[config.mk]
export PLATFORM = sky130hd
export DESIGN_NAME = in_order_commit_tracker
export DESIGN_NICKNAME = d
export VERILOG_FILES = /design/src/rtl/ict_pkg.sv /design/src/rtl/in_order_commit_tracker.sv /design/src/rtl/ict_mark_mem.sv
export SDC_FILE = /design/constraint.sdc
export NUM_CORES = 2
export LEC_CHECK = 0
export BUFFER_PORTS_ARGS = -buffer_cell sky130_fd_sc_hd__buf_2
export CAP_MARGIN = 30
export CORE_UTILIZATION = 35
export DETAILED_ROUTE_END_ITERATION = 8
export HOLD_SLACK_MARGIN = 0.15
export SYNTH_ARGS = -nofsm -noshare
export SYNTH_HDL_FRONTEND = slang
export SYNTH_SLANG_ARGS = --single-unit
[constraint.sdc]
create_clock -name clk -period 5.4 [get_ports clk]
set_input_delay 0.54 -clock clk [delete_from_list [all_inputs] [get_ports clk]]
set_output_delay 0.54 -clock clk [all_outputs]
set_load 0.01 [all_outputs]
[src/rtl/ict_pkg.sv]
// Shared types and constants of the in-order commit tracker.
package ict_pkg;

	// Reorder window depth. It must be a power of two so that the slot of a
	// sequence number is its low bits.
	localparam int WINDOW = 64;
	localparam int SLOT_W = $clog2(WINDOW);

	localparam int SEQ_W   = 31;
	localparam int CIDX_W  = 32;
	localparam int NODE_W  = 8;
	localparam int TOTAL_W = 31;
	localparam int CFG_W   = 31;
	localparam int CFG_IDX_W = 1;

	typedef logic [SLOT_W-1:0]    slot_t;
	typedef logic [SEQ_W-1:0]     seq_t;
	typedef logic [CFG_IDX_W-1:0] cfg_idx_t;

	localparam cfg_idx_t REG_OWN_NODE_ID   = 1'b0;
	localparam cfg_idx_t REG_TOTAL_REQUESTS = 1'b1;

	// Write request into the mark memory.
	typedef struct packed {
		logic  en;
		slot_t addr;
		seq_t  tag;
	} mem_wr_t;

	typedef enum logic [3:0] {
		S_IDLE = 4'b0001,
		S_MARK = 4'b0010,
		S_WALK = 4'b0100,
		S_RES  = 4'b1000
	} state_t;

endpackage

[src/rtl/in_order_commit_tracker.sv]
// Top level of the in-order commit tracker: sequencer, registers and result stage.
//
// Usage: each input beat on the seq_number channel (in_valid / in_stall)
// carries one arriving sequence number. Every accepted beat produces exactly
// one result beat on the output channel (out_valid / out_stall) holding the
// new commit index, the node id, a dropped flag for numbers beyond the
// window and the finished flag.
// Items are handled one at a time. An item is first marked, then the walk
// advances the commit index over each consecutive entry that is present,
// checking the entries one by one through the single read port of the mark
// memory until a walk step finds the gap, and then the result is loaded into
// the output register once that register is free. A finished item skips the
// walk. The next item is taken only after its predecessor has been loaded
// into the output register.
// A waiting result blocks the input: the sequencer keeps in_stall high until
// the result is loaded, which waits until the receiver takes any held beat.
// Reset clears the valid bits of the window at once, sets the commit index
// to minus one, clears the finished flag, the node id to zero and the total
// to one. The user must write the registers through cfg_we / cfg_index /
// cfg_data only while the block is idle; the block does not enforce this.
module in_order_commit_tracker (
	input  logic                          clk,
	input  logic                          arst_n,
	input  logic                          in_valid,
	output logic                          in_stall,
	input  logic [ict_pkg::SEQ_W-1:0]     seq_number,
	output logic                          out_valid,
	input  logic                          out_stall,
	output logic signed [ict_pkg::CIDX_W-1:0] commit_index,
	output logic [ict_pkg::NODE_W-1:0]    sender_node,
	output logic                          dropped,
	output logic                          finished,
	input  logic                          cfg_we,
	input  ict_pkg::cfg_idx_t             cfg_index,
	input  logic [ict_pkg::CFG_W-1:0]     cfg_data
);

	ict_pkg::state_t                 state_q;
	logic [ict_pkg::NODE_W-1:0]      own_node_id_q;
	logic [ict_pkg::TOTAL_W-1:0]     total_q;
	// Next sequence number expected in order, that is the commit index plus one.
	logic [ict_pkg::CIDX_W-1:0]      cp1_q;
	logic                            done_q;
	ict_pkg::seq_t                   seq_q;
	logic                            drop_q;

	logic                            out_valid_q;
	logic [ict_pkg::CIDX_W-1:0]      commit_q;
	logic [ict_pkg::NODE_W-1:0]      sender_q;
	logic                            dropped_q;
	logic                            finished_q;

	ict_pkg::mem_wr_t                mem_wr;
	ict_pkg::slot_t                  rd_addr;
	ict_pkg::seq_t                   rd_tag;
	logic                            rd_valid;

	logic                            in_accept;
	logic                            done_now;
	logic                            above_commit;
	logic                            beyond_window;
	logic                            walk_hit;
	logic                            out_free;
	logic [ict_pkg::CIDX_W-1:0]      cp1_next;

	assign in_accept = in_valid && !in_stall;
	assign in_stall  = (state_q != ict_pkg::S_IDLE);
	assign cp1_next  = cp1_q + 32'd1;

	// The tracker counts as finished once the commit index has reached the
	// total minus one; a later total is honored only until it has finished.
	assign done_now = done_q || (cp1_q >= {1'b0, total_q});

	assign above_commit  = ({1'b0, seq_q} >= cp1_q);
	assign beyond_window = ({2'b00, seq_q} >
		({1'b0, cp1_q} + 33'(ict_pkg::WINDOW - 1)));

	// The mark is written while the item is classified; the memory forwards
	// it when the same cycle reads the slot of the expected number.
	always_comb begin
		mem_wr.en   = (state_q == ict_pkg::S_MARK) && !done_now && above_commit &&
			!beyond_window;
		mem_wr.addr = seq_q[ict_pkg::SLOT_W-1:0];
		mem_wr.tag  = seq_q;
	end

	// During the walk the read for the following number is issued every cycle,
	// so one entry is checked per cycle.
	assign rd_addr = (state_q == ict_pkg::S_MARK) ? cp1_q[ict_pkg::SLOT_W-1:0] :
		cp1_next[ict_pkg::SLOT_W-1:0];

	// A hit needs the expected number to lie within the 31-bit sequence range.
	assign walk_hit = rd_valid && !cp1_q[ict_pkg::CIDX_W-1] &&
		(rd_tag == cp1_q[ict_pkg::SEQ_W-1:0]);

	assign out_free = !out_valid_q || !out_stall;

	ict_mark_mem u_mark_mem (
		.clk      (clk),
		.arst_n   (arst_n),
		.wr       (mem_wr),
		.rd_addr  (rd_addr),
		.rd_tag   (rd_tag),
		.rd_valid (rd_valid)
	);

	always_ff @(posedge clk or negedge arst_n) begin
		if (!arst_n) begin
			own_node_id_q <= '0;
			total_q       <= 31'd1;
		end else if (cfg_we) begin
			unique case (cfg_index)
				ict_pkg::REG_OWN_NODE_ID:    own_node_id_q <= cfg_data[ict_pkg::NODE_W-1:0];
				ict_pkg::REG_TOTAL_REQUESTS: total_q       <= cfg_data;
			endcase
		end
	end

	always_ff @(posedge clk) begin
		if (in_accept) begin
			seq_q <= seq_number;
		end
	end

	always_ff @(posedge clk or negedge arst_n) begin
		if (!arst_n) begin
			state_q <= ict_pkg::S_IDLE;
			cp1_q   <= '0;
			done_q  <= 1'b0;
			drop_q  <= 1'b0;
		end else begin
			unique case (state_q)
				ict_pkg::S_IDLE: begin
					if (in_accept) begin
						state_q <= ict_pkg::S_MARK;
					end
				end
				ict_pkg::S_MARK: begin
					if (done_now) begin
						done_q  <= 1'b1;
						drop_q  <= 1'b0;
						state_q <= ict_pkg::S_RES;
					end else begin
						drop_q  <= above_commit && beyond_window;
						state_q <= ict_pkg::S_WALK;
					end
				end
				ict_pkg::S_WALK: begin
					if (walk_hit) begin
						cp1_q <= cp1_next;
					end else begin
						state_q <= ict_pkg::S_RES;
					end
				end
				ict_pkg::S_RES: begin
					if (out_free) begin
						done_q  <= done_now;
						state_q <= ict_pkg::S_IDLE;
					end
				end
				default: state_q <= ict_pkg::S_IDLE;
			endcase
		end
	end

	// Output register: it holds a beat until the receiver takes it.
	always_ff @(posedge clk or negedge arst_n) begin
		if (!arst_n) begin
			out_valid_q <= 1'b0;
		end else if ((state_q == ict_pkg::S_RES) && out_free) begin
			out_valid_q <= 1'b1;
		end else if (!out_stall) begin
			out_valid_q <= 1'b0;
		end
	end

	always_ff @(posedge clk) begin
		if ((state_q == ict_pkg::S_RES) && out_free) begin
			commit_q   <= cp1_q - 32'd1;
			sender_q   <= own_node_id_q;
			dropped_q  <= drop_q;
			finished_q <= done_now;
		end
	end

	assign out_valid    = out_valid_q;
	assign commit_index = commit_q;
	assign sender_node  = sender_q;
	assign dropped      = dropped_q;
	assign finished     = finished_q;

	// An accepted beat always starts classification in the next cycle.
	assert property (@(posedge clk) disable iff (!arst_n)
		in_accept |=> (state_q == ict_pkg::S_MARK))
		else $error("accepted beat did not start classification");

	// The commit index never moves backward.
	assert property (@(posedge clk) disable iff (!arst_n)
		##1 (cp1_q >= $past(cp1_q)))
		else $error("commit index moved backward");

	// Once finished, the commit index is frozen.
	assert property (@(posedge clk) disable iff (!arst_n)
		done_q |=> (cp1_q == $past(cp1_q)))
		else $error("commit index changed after finish");

	// A walk that finds no present mark ends in the result state.
	assert property (@(posedge clk) disable iff (!arst_n)
		((state_q == ict_pkg::S_WALK) && !walk_hit) |=> (state_q == ict_pkg::S_RES))
		else $error("walk did not end on a missing mark");

endmodule

[src/rtl/ict_mark_mem.sv]
// Mark memory: one stored sequence number per window slot, with valid bits.
module ict_mark_mem (
	input  logic              clk,
	input  logic              arst_n,
	input  ict_pkg::mem_wr_t  wr,
	input  ict_pkg::slot_t    rd_addr,
	output ict_pkg::seq_t     rd_tag,
	output logic              rd_valid
);

	ict_pkg::seq_t              mem_q [ict_pkg::WINDOW];
	logic [ict_pkg::WINDOW-1:0] valid_q;
	ict_pkg::seq_t              rd_tag_q;
	logic                       rd_valid_q;
	logic                       same_addr;

	assign same_addr = wr.en && (wr.addr == rd_addr);

	// A slot holds the sequence number that last marked it. The mark counts as
	// present only when the stored number equals the one being looked for, so
	// committed entries never need to be cleared.
	always_ff @(posedge clk) begin
		if (wr.en) begin
			mem_q[wr.addr] <= wr.tag;
		end
		if (same_addr) begin
			rd_tag_q <= wr.tag;
		end else begin
			rd_tag_q <= mem_q[rd_addr];
		end
	end

	always_ff @(posedge clk or negedge arst_n) begin
		if (!arst_n) begin
			valid_q    <= '0;
			rd_valid_q <= 1'b0;
		end else begin
			if (wr.en) begin
				valid_q[wr.addr] <= 1'b1;
			end
			rd_valid_q <= same_addr | valid_q[rd_addr];
		end
	end

	assign rd_tag   = rd_tag_q;
	assign rd_valid = rd_valid_q;

endmodule
# [Word-level counts from Yosys, hierarchy flattened]
# Memories as Yosys holds them, arrays and structs flattened. A register that Yosys moved wholly into a read port is not among the register bits.
# Cells that the tools add are included.
[totals] mem_bits_rw=1984 in_bits=68 out_inout_bits=44 regBits=216 n_memories=1 elab_cells=81
[op_classes] n_bitwise=3 mux=18 reduce_logical=24 eq_ne=12 n_lt_le_gt_ge=6 addsub=3
[memory_table] name="u_mark_mem.mem_q" words=64 width=31 read_ports=1 rd_ports_with_merged_regs=1 wr=1 line="ict_mark_mem.sv:11" text="ict_pkg::seq_t mem_q [ict_pkg::WINDOW];"
[ops] op="OR 64 bit" count=1
[ops] op="adder 32 x 6 -> 33 bit, second input constant" count=1
[ops] op="greater-than comparator 31 x 33 -> 1 bit" count=1
[ops] op="adder 32 x 1 -> 32 bit, second input constant" count=1
[ops] op="greater-or-equal comparator 31 x 32 -> 1 bit" count=1
[ops] op="greater-or-equal comparator 32 x 31 -> 1 bit" count=1
[ops] op="subtractor 32 x 1 -> 32 bit, second input constant" count=1
[ops] op="== test 31 bit" count=1
[ops] op="two-way mux 4 bit" count=4
[ops] op="case mux 4 bit (4 select lines)" count=1
[ops] op="less-than comparator 6 x 7 -> 1 bit, second input constant" count=2
[ops] op="logical AND 1 bit" count=10
[ops] op="two-way mux 1 bit" count=9
[ops] op="inequality test 2 bit, second input constant" count=4
[ops] op="binary-select mux 1 bit (select 6 bit)" count=1
[ops] op="demux 1 bit (select 6 bit)" count=1
[ops] op="== test 6 bit" count=1
[ops] op="greater-or-equal comparator 6 x 1 -> 1 bit, second input constant" count=1
[ops] op="zero test 1 bit" count=6
[ops] op="two-way mux 6 bit" count=1
[ops] op="AND reduction 2 bit" count=3
[ops] op="AND reduction 3 bit" count=2
[ops] op="== test 4 x 1 -> 1 bit, second input constant" count=1
[ops] op="== test 4 x 2 -> 1 bit, second input constant" count=1
[ops] op="9 further kinds" count=10

# [Depth between registers and ports, before layout]
[depth] depth_word=8 ltp_mapped=21 ltp_nobuf=18

# [By module]
# Synthesis repeated with hierarchy kept, for this count alone.
[hier_totals] cells_unflattened=4150 area_unflattened_um2=87565.2
[modules_own_cells] mod="ict_mark_mem" area_per_inst_um2=78365.2 seq_area_each_um2=61323.8 instances=1 cells_per_inst=3305
[modules_own_cells] mod="in_order_commit_tracker" area_per_inst_um2=9200.1 seq_area_each_um2=4146.5 instances=1 cells_per_inst=845

# [Least setup slack after synthesis]
# Ideal clock, no wire load.
[synth_path] path_type="register to register" from="register cp1_q[9] in the netlist's numbering" to="memory u_mark_mem.mem_q[60][0] in the netlist's numbering, enable pin" arrival_ps=5515 synth_period_minus_slack_ps=5934 path_stages_with_launch=20 path_buffers=2 t_required_ps=4981 setup_ps=419 setup_slack_ps=-534 path_cell_list="dfrtp_1 clkbuf_1 nand4_1 or2_2 nor3_1 nand3_1 xnor2_1 ha_1 a21o_1 a21o_1 a21o_1 a21o_1 a21oi_1 nor2b_1 o21ai_0 a31o_2 o2111ai_1 or4b_2 clkbuf_1 nor2_1"
[synth_via] elab_chain_cells=8 word_cells_on_any_way=12 cone_classes="1 x add/sub; 3 x order compare; 2 x mux; 6 x reduce/logical"
[synth_lines] item="start, declared" line="in_order_commit_tracker.sv:42" text="logic [ict_pkg::CIDX_W-1:0] cp1_q;"
[synth_lines] item="start signal, assigned" line="in_order_commit_tracker.sv:150" text="cp1_q <= cp1_next;"
[synth_lines] item="parallel branches: the longest is 5 deep, another holds adder 32 x 6 -> 33 bit"
[synth_lines] item="logical AND 1 bit *" line="in_order_commit_tracker.sv:81" text="mem_wr.en = (state_q == ict_pkg::S_MARK) && !done_now && above_commit &&"
[synth_lines] item="two-way mux 1 bit *" line="ict_mark_mem.sv:23" text="if (wr.en) begin"
[synth_lines] item="two-way mux 1 bit (not written as such) *" line="ict_mark_mem.sv:24" text="mem_q[wr.addr] <= wr.tag;"
[synth_lines] item="end, declared" line="ict_mark_mem.sv:11"
# Every way passes the cells marked *.

==> results.yml <==
outcome:
  status: "completed"
routing:
  drc: 0
  dr_wl_met2_um: 129000
  drt-initial-drc-count: 6590
  via_per_inst: 5.60
  wl_met3_um: 23900
  drt-total-wl_um: 274000
  num_vias: 48943
  wl_per_cell_um: 31.3
  top_layer: "met5"
  wl_met1_um: 108000
  first_pass_iters: 7
  ant_nets: 0
logic_synthesis:
  synthCells: 4630
  avgSynthCellArea_sq_um: 19.1
  syn_nets: 4793
  syn_area_sq_um: 88700
  yosysWarnings: 0
  synth_seq_cells: 2206
  synth.distinct_cells: 84
  async_reset_ff_share_pct: 6.48
  ys.flop_type: "edfxtp_1"
  synth_edf_count: 2057
  ys_seq_area_share_pct: 73.8
floorplanning:
  ios: 112
  core_area_sq_um: 252000
  rows: 184
  die_w_um: 505
  initial_core_util_pct: 35.2
  die-area_sq_um: 255000
  die_height_um: 505
critical_path:
  slowest_delay_ns: 0.67
  endpoint_kind: "flip-flop"
  critPathRequiredTime_ns: 6.13
  crit_arrival_ns: 5.94
  crit_top_cell: "buf_4"
  cp_max_fo: 11
  cp-start-kind: "flip-flop"
  cp_cell_sequence: "buf_12, buf_12, buf_4, clkinv_1, buf_4, a2111oi_0, a21oi_1, nand4_1, nand4_1, xnor2_1, nand4_1, a2111oi_2, nand4_2, buf_4, nor4_1, buf_4, xnor2_1"
  crit_type: "reg -> reg"
  slowest_stage: "xnor2_1"
power:
  p_sw_w: 0.00988
  power.share.clock_pct: 38.6
  p_leak_nw: 35.4
  vdd_drop_max_uv: 383
  p_seq_share_pct: 50.3
  pwr-share-comb_pct: 11.0
  intPower_w: 0.0296
  power.total_w: 0.0395
  p_sw_share_pct: 25.0
  powerDensity_nw_per_um2: 375
finish:
  final_cell_mix: "edfxtp_1, mux4_2, buf_4, mux2i_1, clkbuf_16"
  nets: 5369
  drive_gt1_share_pct: 27.2
  layout_commonest_cell: "edfxtp_1"
  synthToLayoutAreaGrowth_pct: 18.9
  final_cell_area_sq_um: 105000
  post-route-util_pct: 41.9
hold_path:
  min_path_type: "in -> async"
clocking:
  clk_latency_ns: 0.91
  cts_max_path_buffers: 3
  cts_sinks: 2206
  root_buffer: "clkbuf_16"
  h-tree-depth: 4
  clkTransAtPathRegs_ns: 0.07
  cts_buffers: 211
  cts_tree: "built"
timing:
  setup_violations: 0
  drv_slew: 0
  rsz0062_at_grt: "false"
  slew_headroom_pct: 28.2
  final.period_utilization_pct: 96.4
  tns_ns: 0
  timing.hold.ws_ns: 0.325
  tightest_slew_ns: 1.07
  finalCriticalPeriod_ns: 5.21
  fmax_ghz: 0.192
  hold_violations: 0
  clock_skew_ns: 0.101
placement:
  portBuffers: 111
  hpwl_um: 185000
  gp_congestion: 0.916
  placed_area_sq_um: 97500
grt:
  grt_pass1_wl_um: 382000
  grt_overflow: 0
  antenna_found_initial: 13
  grt_max_degree: 83
  grt.total_usage_pct: 21.2
  grt_pass1_vias: 48404
job:
  max_cap_violations: 0
[final timing paths]
check,start,end,slack [ns],depth (start not counted)
max,flip-flop,cp1_q[25],0.19,17
min,arst_n,total_q[2],0.32,2
max reg2reg,flip-flop,cp1_q[25],0.19,17
min reg2reg,own_node_id_q[1],sender_node[1],0.44,0
max in group asynchronous,arst_n,u_mark_mem.valid_q[55],3.71,3
min in group clk,cfg_we,own_node_id_q[0],0.34,3
[cell families (layout without fill, tap and decap cells)]
kind of cell,Yosys count,in the layout,share of synthesized area [%]
AOI/OAI and AO/OA,472,472,3.79
xor gates and xnor gates,133,133,1.31
adders and majority gates,95,95,1.34
buffers and inverters,332,1094,1.77
DFF,2206,2206,73.8
muxes,725,725,14.1
other,0,3,0
and+or+nand+nor,667,667,3.81
[sequential cells by signal, summed over array words and instances, names as in the netlist, 4 cells and up, named ones only]
| name | cells |
|---|---|
| own_node_id_q | 8 |
| seq_q | 31 |
| total_q | 31 |
| state_q | 4 |
| u_mark_mem.mem_q | 1984 |
| commit_index | 32 |
| sender_node | 8 |
| cp1_q | 32 |
| u_mark_mem.valid_q | 64 |
[worst max-delay path, delay by kind of cell (launching register included)]
kind,cells,cell delay (ns)
buffers and inverters,7,1.40
AND/OR/NAND/NOR,5,1.39
XOR/XNOR,2,0.77
flip-flops,1,0.59
AO/OA/AOI/OAI,3,0.85
[layout make-up]
type / count / area (sq um)
tap: 3348 / 4190
multi-input combinational: 2092 / 22200
antenna: 3 / 7.51
clock inverter: 154 / 1770
timing repair buffer: 611 / 6020
sequential: 2206 / 65500
inverter: 84 / 315
clock buffer: 245 / 5410
fill: 21901 / 146000
[per-stage QoR]
step	setup slack (ns)	cells
after floorplan	-0.432	4630
after global placement	0.120	8271
after detailed placement	0.179	8275
after CTS	0.166	8739
after global routing	0.0281	8741
final	0.193	8743
[cell usage after synthesis, types with 7 or more instances]
master / count / area [sq um]
a21o_1: 98 / 736
a32oi_1: 14 / 123
nor3b_1: 8 / 60.1
buf_6: 16 / 180
nand2_1: 180 / 676
nor4_1: 14 / 87.6
o21ai_0: 45 / 225
mux4_2: 416 / 9370
buf_2: 77 / 385
a31oi_1: 20 / 125
clkbuf_1: 91 / 342
clkinv_1: 14 / 52.6
a22o_1: 13 / 114
o211ai_1: 11 / 82.6
dfrtp_1: 141 / 3530
a221oi_1: 16 / 140
buf_4: 29 / 218
a21oi_1: 61 / 305
nand3b_1: 7 / 52.6
mux2i_1: 257 / 2570
ha_1: 95 / 1190
nand3_1: 84 / 420
nor3_1: 42 / 210
inv_1: 66 / 248
buf_1: 34 / 128
and2_1: 9 / 56.3
nor2_1: 159 / 597
o22ai_1: 27 / 169
nor2b_1: 25 / 156
nand4_1: 44 / 275
a22oi_1: 106 / 796
and3_1: 12 / 75.1
or3_1: 16 / 100
or2_2: 11 / 68.8
a211oi_1: 9 / 67.6
mux2_2: 52 / 586
edfxtp_1: 2057 / 61800
a2111oi_0: 7 / 61.3
nand2b_1: 12 / 75.1
o2111ai_1: 7 / 61.3
xnor2_1: 129 / 1130
[layer usage]
layer  vias to the layer above  global-route usage, %
li1                      19931                      -
met1                     25925                   28.9
met2                      2639                   33.7
met3                       446                   3.29
met4                         2                   9.15
met5                         -                      0
[power by group through the flow]
stage / clock [W] / sequential [W] / combinational, W
detailed placement: 0 / 0.0203 / 0.00431
floorplan: 0 / 0.0205 / 0.00195
global route: 0.0161 / 0.0199 / 0.00456
global placement: 0 / 0.0202 / 0.00426
CTS: 0.0155 / 0.0199 / 0.00436
finish: 0.0153 / 0.0199 / 0.00436
[what timing repair did]
action | 4_1_cts | 5_1_grt
resized for setup | 0 | 1
endpoints found under the hold margin | 154 | 0
hold buffers | 65 | 0
buffers inserted | 0 | 0
setup endpoints to repair | 0 | 305
Note: power is estimated with default switching activity, not from simulation.
